<file path="config.mk">
export PLATFORM = sky130hd
export DESIGN_NAME = coverage_run_cluster_caller_core
export DESIGN_NICKNAME = d
export VERILOG_FILES = /design/src/rtl/core/crcc_pkg.sv /design/src/rtl/core/crcc_run_tracker.sv /design/src/rtl/core/crcc_qualify.sv /design/src/rtl/core/coverage_run_cluster_caller_core.sv
export VERILOG_INCLUDE_DIRS = /design/src /design/src/rtl/core
export SDC_FILE = /design/constraint.sdc
export NUM_CORES = 2
export LEC_CHECK = 0
export BUFFER_PORTS_ARGS = -buffer_cell sky130_fd_sc_hd__buf_4
export CAP_MARGIN = 40
export CORE_ASPECT_RATIO = 1.5
export CORE_MARGIN = 1
export CORE_UTILIZATION = 40
export CTS_CLUSTER_SIZE = 12
export DETAILED_ROUTE_END_ITERATION = 16
export GPL_TIMING_DRIVEN = 1
export PLACE_DENSITY = 0.61
export SLEW_MARGIN = 40
export SYNTH_ARGS = -nofsm -noshare
export SYNTH_HDL_FRONTEND = slang
export SYNTH_SLANG_ARGS = --single-unit
</file>
<file path="constraint.sdc">
create_clock -name clk -period 14 [get_ports clk]
set_input_delay 2.1 -clock clk [delete_from_list [all_inputs] [get_ports clk]]
set_output_delay 2.1 -clock clk [all_outputs]
set_load 0.03 [all_outputs]
</file>
<file path="src/rtl/core/assert_macros.svh">
// Assertion macros shared by the cluster caller RTL.
`ifndef ASSERT_MACROS_SVH
`define ASSERT_MACROS_SVH

// Clocked property on clk, off while arst_n is low.
`define CRCC_ASSERT(lbl, prop, msg) \
	lbl: assert property (@(posedge clk) disable iff (!arst_n) prop) \
		else $error(msg);

// Same-cycle implication.
`define CRCC_ASSERT_IMPLY(lbl, ante, cons, msg) \
	`CRCC_ASSERT(lbl, (ante) |-> (cons), msg)

// Next-cycle implication.
`define CRCC_ASSERT_NEXT(lbl, ante, cons, msg) \
	`CRCC_ASSERT(lbl, (ante) |=> (cons), msg)

`endif

</file>
<file path="src/rtl/core/crcc_pkg.sv">
// Types, widths and codes shared by the coverage run cluster caller.
package crcc_pkg;

	localparam int unsigned POS_BITS_DEF = 32;
	localparam logic [31:0] DEPTH_MAX    = 32'd65535;

	localparam int unsigned DEPTH_W   = 16;
	localparam int unsigned BASE_W    = 8;
	localparam int unsigned AVG_W     = 24;
	localparam int unsigned LEN_W     = 32;
	localparam int unsigned SUM_W     = 48;
	localparam int unsigned CNT_W     = 32;
	localparam int unsigned COORD_W   = 32;
	localparam int unsigned FRAC_BITS = 8;
	localparam int unsigned PROD_W    = AVG_W + LEN_W;

	localparam int unsigned CFG_IDX_W  = 2;
	localparam int unsigned CFG_DATA_W = 32;

	localparam logic [CFG_IDX_W-1:0] CFG_MIN_DEPTH   = 2'd0;
	localparam logic [CFG_IDX_W-1:0] CFG_MIN_AVG_Q8  = 2'd1;
	localparam logic [CFG_IDX_W-1:0] CFG_MIN_RUN_LEN = 2'd2;

	localparam logic [BASE_W-1:0] CH_A     = 8'h41;
	localparam logic [BASE_W-1:0] CH_C     = 8'h43;
	localparam logic [BASE_W-1:0] CH_G     = 8'h47;
	localparam logic [BASE_W-1:0] CH_T     = 8'h54;
	localparam logic [BASE_W-1:0] CASE_BIT = 8'h20;

	typedef struct packed {
		logic [DEPTH_W-1:0] depth_value;
		logic [BASE_W-1:0]  base_char;
	} crcc_item_t;

	typedef struct packed {
		logic [COORD_W-1:0] cluster_first;
		logic [COORD_W-1:0] cluster_last;
		logic [SUM_W-1:0]   depth_sum;
		logic [CNT_W-1:0]   at_bases;
		logic [CNT_W-1:0]   gc_bases;
	} crcc_cluster_t;

	typedef struct packed {
		logic [DEPTH_W-1:0] min_depth;
		logic [AVG_W-1:0]   min_avg_depth_q8;
		logic [LEN_W-1:0]   min_run_length;
	} crcc_cfg_t;

	// Closed run on its way to qualification
	typedef struct packed {
		logic [COORD_W-1:0] first;
		logic [COORD_W-1:0] last;
		logic [SUM_W-1:0]   sum;
		logic [LEN_W-1:0]   len;
		logic [CNT_W-1:0]   at;
		logic [CNT_W-1:0]   gc;
	} crcc_rec_t;

endpackage

</file>
<file path="src/rtl/core/crcc_run_tracker.sv">
// Input register and running run state; emits a record when a run closes.
module crcc_run_tracker #(
	parameter int unsigned POS_BITS = crcc_pkg::POS_BITS_DEF
) (
	input  logic                clk,
	input  logic                arst_n,
	input  crcc_pkg::crcc_cfg_t  cfg,
	input  logic                item_valid,
	output logic                item_stall,
	input  crcc_pkg::crcc_item_t item,
	output logic                rec_valid,
	input  logic                rec_stall,
	output crcc_pkg::crcc_rec_t  rec
);
	import crcc_pkg::*;

	logic               valid_s1;
	crcc_item_t         item_s1;
	logic               rec_valid_s2;
	crcc_rec_t          rec_s2;

	logic               inside_q;
	logic [POS_BITS-1:0] position_q;
	logic [COORD_W-1:0] first_q;
	logic [LEN_W-1:0]   len_q;
	logic [SUM_W-1:0]   sum_q;
	logic [CNT_W-1:0]   at_q;
	logic [CNT_W-1:0]   gc_q;

	logic               rec_free;
	logic               s1_free;
	logic               step;
	logic               accept;
	logic [DEPTH_W-1:0] depth;
	logic               hit;
	logic               close;
	logic               is_at;
	logic               is_gc;
	logic [LEN_W-1:0]   len_base;
	logic [SUM_W-1:0]   sum_base;
	logic [CNT_W-1:0]   at_base;
	logic [CNT_W-1:0]   gc_base;
	logic [LEN_W-1:0]   len_next;
	logic [SUM_W:0]     sum_wide;
	logic [SUM_W-1:0]   sum_next;
	logic [CNT_W-1:0]   at_next;
	logic [CNT_W-1:0]   gc_next;
	logic [POS_BITS-1:0] pos_prev;

	assign rec_free   = !rec_valid_s2 || !rec_stall;
	assign s1_free    = !valid_s1 || rec_free;
	assign step       = valid_s1 && rec_free;
	assign accept     = item_valid && s1_free;
	assign item_stall = !s1_free;

	always_comb begin
		if (32'(item_s1.depth_value) > DEPTH_MAX) begin
			depth = DEPTH_MAX[DEPTH_W-1:0];
		end else begin
			depth = item_s1.depth_value;
		end
	end

	assign hit   = depth >= cfg.min_depth;
	assign close = !hit && inside_q;
	assign is_at = item_s1.base_char inside {CH_A, CH_T, CH_A | CASE_BIT, CH_T | CASE_BIT};
	assign is_gc = item_s1.base_char inside {CH_C, CH_G, CH_C | CASE_BIT, CH_G | CASE_BIT};

	// A fresh run starts from zero
	assign len_base = inside_q ? len_q : '0;
	assign sum_base = inside_q ? sum_q : '0;
	assign at_base  = inside_q ? at_q  : '0;
	assign gc_base  = inside_q ? gc_q  : '0;

	assign len_next = (&len_base) ? len_base : len_base + LEN_W'(1);
	assign sum_wide = {1'b0, sum_base} + (SUM_W + 1)'(depth);
	assign sum_next = sum_wide[SUM_W] ? '1 : sum_wide[SUM_W-1:0];
	assign at_next  = (is_at && !(&at_base)) ? at_base + CNT_W'(1) : at_base;
	assign gc_next  = (is_gc && !(&gc_base)) ? gc_base + CNT_W'(1) : gc_base;
	assign pos_prev = position_q - POS_BITS'(1);

	always_ff @(posedge clk or negedge arst_n) begin
		if (!arst_n) begin
			valid_s1     <= 1'b0;
			rec_valid_s2 <= 1'b0;
			inside_q     <= 1'b0;
			position_q   <= '0;
		end else begin
			if (s1_free) begin
				valid_s1 <= item_valid;
			end
			if (rec_free) begin
				rec_valid_s2 <= step && close;
			end
			if (step) begin
				inside_q   <= hit;
				position_q <= position_q + POS_BITS'(1);
			end
		end
	end

	always_ff @(posedge clk) begin
		if (accept) begin
			item_s1 <= item;
		end
		if (step && hit) begin
			if (!inside_q) begin
				first_q <= COORD_W'(position_q);
			end
			len_q <= len_next;
			sum_q <= sum_next;
			at_q  <= at_next;
			gc_q  <= gc_next;
		end
		if (step && close) begin
			rec_s2.first <= first_q;
			rec_s2.last  <= COORD_W'(pos_prev);
			rec_s2.sum   <= sum_q;
			rec_s2.len   <= len_q;
			rec_s2.at    <= at_q;
			rec_s2.gc    <= gc_q;
		end
	end

	assign rec_valid = rec_valid_s2;
	assign rec       = rec_s2;

endmodule

</file>
<file path="src/rtl/core/crcc_qualify.sv">
// Length and average depth tests on closed runs, and the result register.
module crcc_qualify (
	input  logic                  clk,
	input  logic                  arst_n,
	input  crcc_pkg::crcc_cfg_t    cfg,
	input  logic                  rec_valid,
	output logic                  rec_stall,
	input  crcc_pkg::crcc_rec_t    rec,
	output logic                  prod_valid,
	output logic                  cluster_valid,
	input  logic                  cluster_stall,
	output crcc_pkg::crcc_cluster_t cluster
);
	import crcc_pkg::*;

	logic                      valid_s3;
	crcc_rec_t                 rec_s3;
	logic [PROD_W-1:0]         prod_s3;
	logic                      long_s3;
	logic                      out_valid_q;
	crcc_cluster_t             cluster_q;

	logic                      out_free;
	logic                      s3_free;
	logic [PROD_W-1:0]         prod;
	logic [SUM_W+FRAC_BITS-1:0] sum_q8;
	logic                      pass;

	assign out_free  = !out_valid_q || !cluster_stall;
	assign s3_free   = !valid_s3 || out_free;
	assign rec_stall = !s3_free;

	assign prod   = PROD_W'(cfg.min_avg_depth_q8) * PROD_W'(rec.len);
	assign sum_q8 = {rec_s3.sum, FRAC_BITS'(0)};
	assign pass   = long_s3 && (PROD_W'(sum_q8) >= prod_s3);

	always_ff @(posedge clk or negedge arst_n) begin
		if (!arst_n) begin
			valid_s3    <= 1'b0;
			out_valid_q <= 1'b0;
		end else begin
			if (s3_free) begin
				valid_s3 <= rec_valid;
			end
			// drop runs that fail either test
			if (out_free) begin
				out_valid_q <= valid_s3 && pass;
			end
		end
	end

	always_ff @(posedge clk) begin
		if (rec_valid && s3_free) begin
			rec_s3  <= rec;
			prod_s3 <= prod;
			long_s3 <= rec.len >= cfg.min_run_length;
		end
		if (valid_s3 && out_free && pass) begin
			cluster_q.cluster_first <= rec_s3.first;
			cluster_q.cluster_last  <= rec_s3.last;
			cluster_q.depth_sum     <= rec_s3.sum;
			cluster_q.at_bases      <= rec_s3.at;
			cluster_q.gc_bases      <= rec_s3.gc;
		end
	end

	assign prod_valid    = valid_s3;
	assign cluster_valid = out_valid_q;
	assign cluster       = cluster_q;

endmodule

</file>
<file path="src/rtl/core/coverage_run_cluster_caller_core.sv">
// Coverage run cluster caller: one position per beat, at most one cluster out
// per beat. A beat is accepted every cycle unless the result side backs up all
// the way; the pace is set by the update of the run state (length, 48-bit
// depth sum, base counts). A cluster comes out after the beat of the first
// shallow position that closes its run passes the input register, the run
// stage, a stage for the 24x32 average-depth product, then the result register.
// Runs still open when the stream stops are never reported. No clearing pass
// after reset. Write configuration only while the pipeline is drained.
module coverage_run_cluster_caller_core #(
	parameter int unsigned POS_BITS = crcc_pkg::POS_BITS_DEF
) (
	input  logic                         clk,
	input  logic                         arst_n,
	input  logic                         cfg_we,
	input  logic [crcc_pkg::CFG_IDX_W-1:0]  cfg_index,
	input  logic [crcc_pkg::CFG_DATA_W-1:0] cfg_data,
	input  logic                         item_valid,
	output logic                         item_stall,
	input  crcc_pkg::crcc_item_t          item,
	output logic                         cluster_valid,
	input  logic                         cluster_stall,
	output crcc_pkg::crcc_cluster_t       cluster
);
	import crcc_pkg::*;

`include "assert_macros.svh"

	crcc_cfg_t cfg_q;
	logic      rec_valid;
	logic      rec_stall;
	crcc_rec_t rec;
	logic      prod_valid;

	always_ff @(posedge clk or negedge arst_n) begin
		if (!arst_n) begin
			cfg_q.min_depth        <= DEPTH_W'(1);
			cfg_q.min_avg_depth_q8 <= '0;
			cfg_q.min_run_length   <= LEN_W'(1);
		end else if (cfg_we) begin
			case (cfg_index)
				CFG_MIN_DEPTH:   cfg_q.min_depth        <= cfg_data[DEPTH_W-1:0];
				CFG_MIN_AVG_Q8:  cfg_q.min_avg_depth_q8 <= cfg_data[AVG_W-1:0];
				CFG_MIN_RUN_LEN: cfg_q.min_run_length   <= cfg_data[LEN_W-1:0];
				default: begin
					// ignore writes past the register list
				end
			endcase
		end
	end

	crcc_run_tracker #(
		.POS_BITS (POS_BITS)
	) u_tracker (
		.clk        (clk),
		.arst_n     (arst_n),
		.cfg        (cfg_q),
		.item_valid (item_valid),
		.item_stall (item_stall),
		.item       (item),
		.rec_valid  (rec_valid),
		.rec_stall  (rec_stall),
		.rec        (rec)
	);

	crcc_qualify u_qualify (
		.clk           (clk),
		.arst_n        (arst_n),
		.cfg           (cfg_q),
		.rec_valid     (rec_valid),
		.rec_stall     (rec_stall),
		.rec           (rec),
		.prod_valid    (prod_valid),
		.cluster_valid (cluster_valid),
		.cluster_stall (cluster_stall),
		.cluster       (cluster)
	);

	`CRCC_ASSERT_NEXT(a_rec_hold, rec_valid && rec_stall, rec_valid && $stable(rec), "closed run record moved while held")
	`CRCC_ASSERT_IMPLY(a_stall_cause, item_stall, cluster_valid && cluster_stall, "input stalled with result side free")
	`CRCC_ASSERT_IMPLY(a_out_source, $rose(cluster_valid), $past(prod_valid), "cluster appeared without a qualified run")

endmodule

</file>
* Word-level counts from Yosys, hierarchy flattened
Index checks and enable logic that the tools add are counted.
Widths: inputs -> output; s select.
** Word-level totals
- Bits in registers :: 926
- Output and inout port bits :: 178
** Operators by class
- Add/sub/neg operators :: 6
- Multipliers :: 1
- $lt $le $gt $ge :: 3
- Equality and inequality tests :: 10
- Muxes and demuxes :: 7
- Bitwise logic cells :: 1
- Reduce and logical (&&, ||, !) cells :: 35
** Operator list (count)
- $mux 32 :: 6
- $add 32x1->32 const B :: 4
- $reduce_and 32->1 :: 3
- $eq 8x7->1 const B :: 8
- $ge 56x56->1 :: 1
- $mul 24x32->56 :: 1
- $add 48x16->49 :: 1
- $mux 48 :: 1
- $ge 32x32->1 :: 1
- $sub 32x1->32 const B :: 1
- $ge 16x16->1 :: 1
- $logic_and 1x1->1 :: 12
- $logic_not 1->1 :: 9
- $reduce_and 2->1 :: 4
- $reduce_bool 4->1 :: 2
- $logic_or 1x1->1 :: 4
- $eq 2x1->1 const B :: 1
- $eq 2x2->1 const B :: 1
- $logic_not 2->1 :: 1
- $not 1->1 :: 1

* Depth between registers and ports, before layout
- Depth in word-level cells :: 7
- Gate-level depth with buffers :: 26
- Depth with buffers taken out :: 24

* Cells and area by module
From an unflattened synthesis, not the netlist that was laid out.
** Second synthesis, totals
- Cells, all modules :: 5151
- Area, all modules :: 61265.0 sq um
** By module, submodules not included
- crcc_qualify :: times used 1, cells each 3537, area an instance 39253.9 sq um, sequential area each 12331.8 sq um
- crcc_run_tracker :: times used 1, cells each 1461, area an instance 19282.2 sq um, sequential area each 13097.6 sq um
- coverage_run_cluster_caller_core :: times used 1, cells each 153, area an instance 2728.9 sq um, sequential area each 1804.2 sq um

* Least setup slack after synthesis
Ideal clock, no wire load.
- Path kind :: input to register
- Start point :: input port cluster_stall
- End point :: register u_qualify.cluster_q, in the netlist u_qualify.cluster[0], enable pin
- Library setup time :: 770 ps
- Arrival time :: 10362 ps
- Data required time :: 13230 ps
- Path slack :: 2868 ps
- Cell stages on the path :: 1
- Cells stage by stage :: a21oi_1
** On the way
- Longest elaborated chain between the ends :: 4
** RTL lines
- start, declared :: RTL line coverage_run_cluster_caller_core.sv:21 : input logic cluster_stall,
- $logic_not 1->1 :: RTL line crcc_qualify.sv:29 : assign out_free = !out_valid_q || !cluster_stall;
- $logic_or 1x1->1 :: RTL line crcc_qualify.sv:29
- $logic_and 1x1->1 (2 in a row) :: RTL line crcc_qualify.sv:58 : if (valid_s3 && out_free && pass) begin
- end, declared :: RTL line crcc_qualify.sv:21 : crcc_cluster_t cluster_q;
No other way between the ends.
A chain may end at the register's enable or synchronous reset.

* Final worst setup path
- Start point :: register cfg_q[37] in the netlist's numbering
- End point :: register u_qualify.prod_s3[54], data pin
** On the way
- Longest elaborated chain between the ends :: 1
** RTL lines
- start, declared :: RTL line coverage_run_cluster_caller_core.sv:28 : crcc_cfg_t cfg_q;
- $mul 24x32->56 :: RTL line crcc_qualify.sv:33 : assign prod = PROD_W'(cfg.min_avg_depth_q8) * PROD_W'(rec.len);
- named net u_qualify.prod[54] :: RTL line crcc_qualify.sv:25 : logic [PROD_W-1:0] prod;
- end signal, assigned :: RTL line crcc_qualify.sv:55 : prod_s3 <= prod;
- end, declared :: RTL line crcc_qualify.sv:18 : logic [PROD_W-1:0] prod_s3;
The timed path passes the listed nets, and every way through them passes these cells.

==> reports/qor.yml <==
grt_pass1_wl_mm: 233.4
dp_hpwl_mm: 107.9
start_util: 0.4043
synth_cell_type_count: 86
finalHoldViolCount: 0
antenna_found_initial: 7
synth-compound-area-share: 0.03983
cts.clk_slew.worst_paths_ns: 0.07
synth_edf_count: 816
grt_overflow: 0
synthAdderAreaFrac: 0.2784
crit_fanout: 22
drt-total-wl_mm: 148.5
port_buffers: 239
syn_inst: 5103
fin_tns_setup_ns: 0
synth_area_per_cell_um2: 11.92
yosysTopAreaCellShare: 0.4029
synth_top_family_by_area: "adder cells"
place_congestion: 0.9105
drv_cap: 0
grt_max_degree: 70
yosysWarnings: 0
hp-class: "flop to flop"
ant_nets: 0
ys_seq_area_frac: 0.4478
synthTopCellsByArea: "edfxtp_1, fa_1, ha_1, inv_1, and2_1"
critPathCaptureType: "flop"
drtIter0Drc: 2156
slew_headroom: 0.4233
fin_crit_ns: 8.140
synth-seq-cells: 925
die_x_um: 320.4
worst_slew_pin_slew_ns: 0.8584
skew_ns: 0.05944
die_area_um2: 153600
area.growth.synth_to_final_pct: 11.44
post-place-ws_ns: 5.920
rsz0062_at_grt: "no"
cts_root_buf: "clkbuf_16"
clkSinkCount: 925
slew_viol_final: 0
fin_ws_ns: 5.860
grt_usage: 0.1980
synth_common_cells: "inv_1, edfxtp_1, fa_1"
wl_per_cell_um: 20.05
routed_via_density: 5.057
dr.pass1.iters: 5
outcome: "finished clean"
post_cts_resized: 0
rows: 174
htreeDepth: 3
synthMuxAreaShare: 0.01177
synthMostInstantiatedCell: "inv_1"
cts_buffer_depth: 3
grt_pass1_vias: 40880
insertion_delay_ns: 0.70
die-height_um: 479.6
post_cts_buffers: 0
yosys.area_share.simple: 0.1254
cts_made_buffers: 91
num_io_pins: 241
core_um2: 150400
drive_above_1_share: 0.1001
worstSetupPathType: "flop to flop"
synthesis.area_um2: 60820
drc: 0
fmax_mhz: 122.8
fin_crit_sh: 0.5814
synthFlopType: "edfxtp_1"
cp.arrival_ns: 8.55
synthesis.nets: 6124
vias: 37470
synth_top_cell_by_area: "edfxtp_1"
cp.required_ns: 14.41
async_reset_ff_frac: 0.1178
cts_tree: "done"
fillCellCount: 13750
synth_xor_area_frac: 0.03211
worst_setup_path_start_kind: "flop"
finalSetupViolCount: 0
hold_buffers: 0
layout.nets: 6330
-- area by class of cell --
type / count / area, um^2 / area share
multi-input cells: 3138 / 29700 / 0.4383
flip-flops and latches: 925 / 27240 / 0.4019
inverters: 840 / 3154 / 0.04654
well taps: 2024 / 2532 / 0.03736
clock buffers: 151 / 2522 / 0.03722
repair buffers: 313 / 2387 / 0.03522
clock inverters: 16 / 231.5 / 0.003415
diodes: 2 / 5.005 / 0.00007384
-- per-stage QoR --
step	cell area [um^2]	utilization	std cells	hold WS, ns
after floorplan	60820	-	5103	0.4003
after global placement	64970	0.4319	7239	0.4002
after detailed placement	65000	0.4321	7239	0.4045
after CTS	67760	0.4504	7406	0.4048
after global routing	67780	0.4505	7408	0.4131
final	67780	0.4505	7409	0.4048
-- sequential cells by signal, summed over array words and instances (netlist names) --
register,cells
u_qualify.long_s3,1
u_tracker.sum_q,48
cfg_q,72
u_tracker.rec_valid,1
u_qualify.prod_s3,56
u_tracker.valid_s1,1
u_tracker.inside_q,1
u_tracker.at_q,32
u_tracker.item_s1,7
u_qualify.prod_valid,1
u_qualify.cluster,176
u_qualify.rec_s3,176
u_tracker.len_q,32
u_tracker.gc_q,32
u_tracker.position_q,32
u_tracker.first_q,32
u_tracker.depth,16
u_qualify.cluster_valid,1
u_tracker.rec,208
-- cell usage in the layout (no fill, tap or decap), types with 7 or more instances in the layout --
| cell | n |
|---|---|
| nor3_1 | 50 |
| or2_2 | 7 |
| buf_4 | 303 |
| ha_1 | 299 |
| o21ai_1 | 9 |
| nor3_2 | 8 |
| o21a_1 | 16 |
| nor4_1 | 9 |
| clkbuf_1 | 58 |
| inv_1 | 839 |
| and2_1 | 428 |
| and3_1 | 28 |
| nand2_1 | 606 |
| nand4_1 | 75 |
| nor2b_1 | 14 |
| edfxtp_1 | 816 |
| xor2_1 | 111 |
| mux2_2 | 60 |
| and4_1 | 9 |
| nand2b_1 | 15 |
| nor2_1 | 143 |
| fa_1 | 659 |
| o211ai_1 | 9 |
| o21ai_0 | 96 |
| dfrtp_1 | 105 |
| or3_1 | 26 |
| a211oi_1 | 8 |
| a31oi_1 | 8 |
| nand3_1 | 63 |
| o21bai_1 | 12 |
| clkbuf_16 | 91 |
| xnor2_1 | 112 |
| a21o_1 | 67 |
| a21oi_1 | 97 |
| buf_6 | 10 |
-- cells by family (layout without fill, tap and decap cells) --
| kind of cell | Yosys count | after routing |
|---|---|---|
| XOR/XNOR | 223 | 223 |
| buffers and inverters | 1040 | 1320 |
| AO/OA/AOI/OAI | 374 | 374 |
| AND/OR/NAND/NOR | 1519 | 1519 |
| multiplexers | 64 | 64 |
| adder cells (fa/ha/maj) | 958 | 958 |
| other | 0 | 2 |
| flip-flops | 925 | 925 |
-- critical path, stage by stage, from the launching register on --
cell      delay, ns
dfrtp_1        0.68
buf_4          0.43
nand2_1        0.14
fa_1           0.56
inv_1          0.06
fa_1           0.57
inv_1          0.06
fa_1           0.47
fa_1           0.49
fa_1           0.50
inv_1          0.06
fa_1           0.56
inv_1          0.07
fa_1           0.53
inv_1          0.04
ha_1           0.32
inv_1          0.15
o21ai_0        0.11
a211oi_1       0.30
o31ai_2        0.18
a31oi_2        0.61
a21oi_1        0.26
a41oi_1        0.42
a31oi_1        0.17
xor2_1         0.17
-- final timing paths --
kind / slack, ns / depth (start not counted) / to / start
max: 5.86 / 24 / u_qualify.prod_s3[54] / cfg_q[37]
min: 0.40 / 0 / u_qualify.cluster[171] / u_qualify.rec_s3[203]
max reg2reg: 5.86 / 24 / u_qualify.prod_s3[54] / cfg_q[37]
min reg2reg: 0.40 / 0 / u_qualify.cluster[171] / u_qualify.rec_s3[203]
max in group asynchronous: 11.47 / 2 / cfg_q[47] / arst_n
min in group asynchronous: 1.39 / 1 / u_tracker.position_q[16] / arst_n
-- metal layers --
metal | up-vias | track usage | wire length, um
met3 | 309 | 0.04755 | 10290
met2 | 954 | 0.3446 | 74390
li1 | 16910 | - | -
met5 | - | 0 | 46
met4 | 8 | 0.07895 | 5694
met1 | 19290 | 0.2344 | 58110
Power is not shown: default switching activity piles up to over one toggle a cycle in this logic, so the estimate is an artifact.
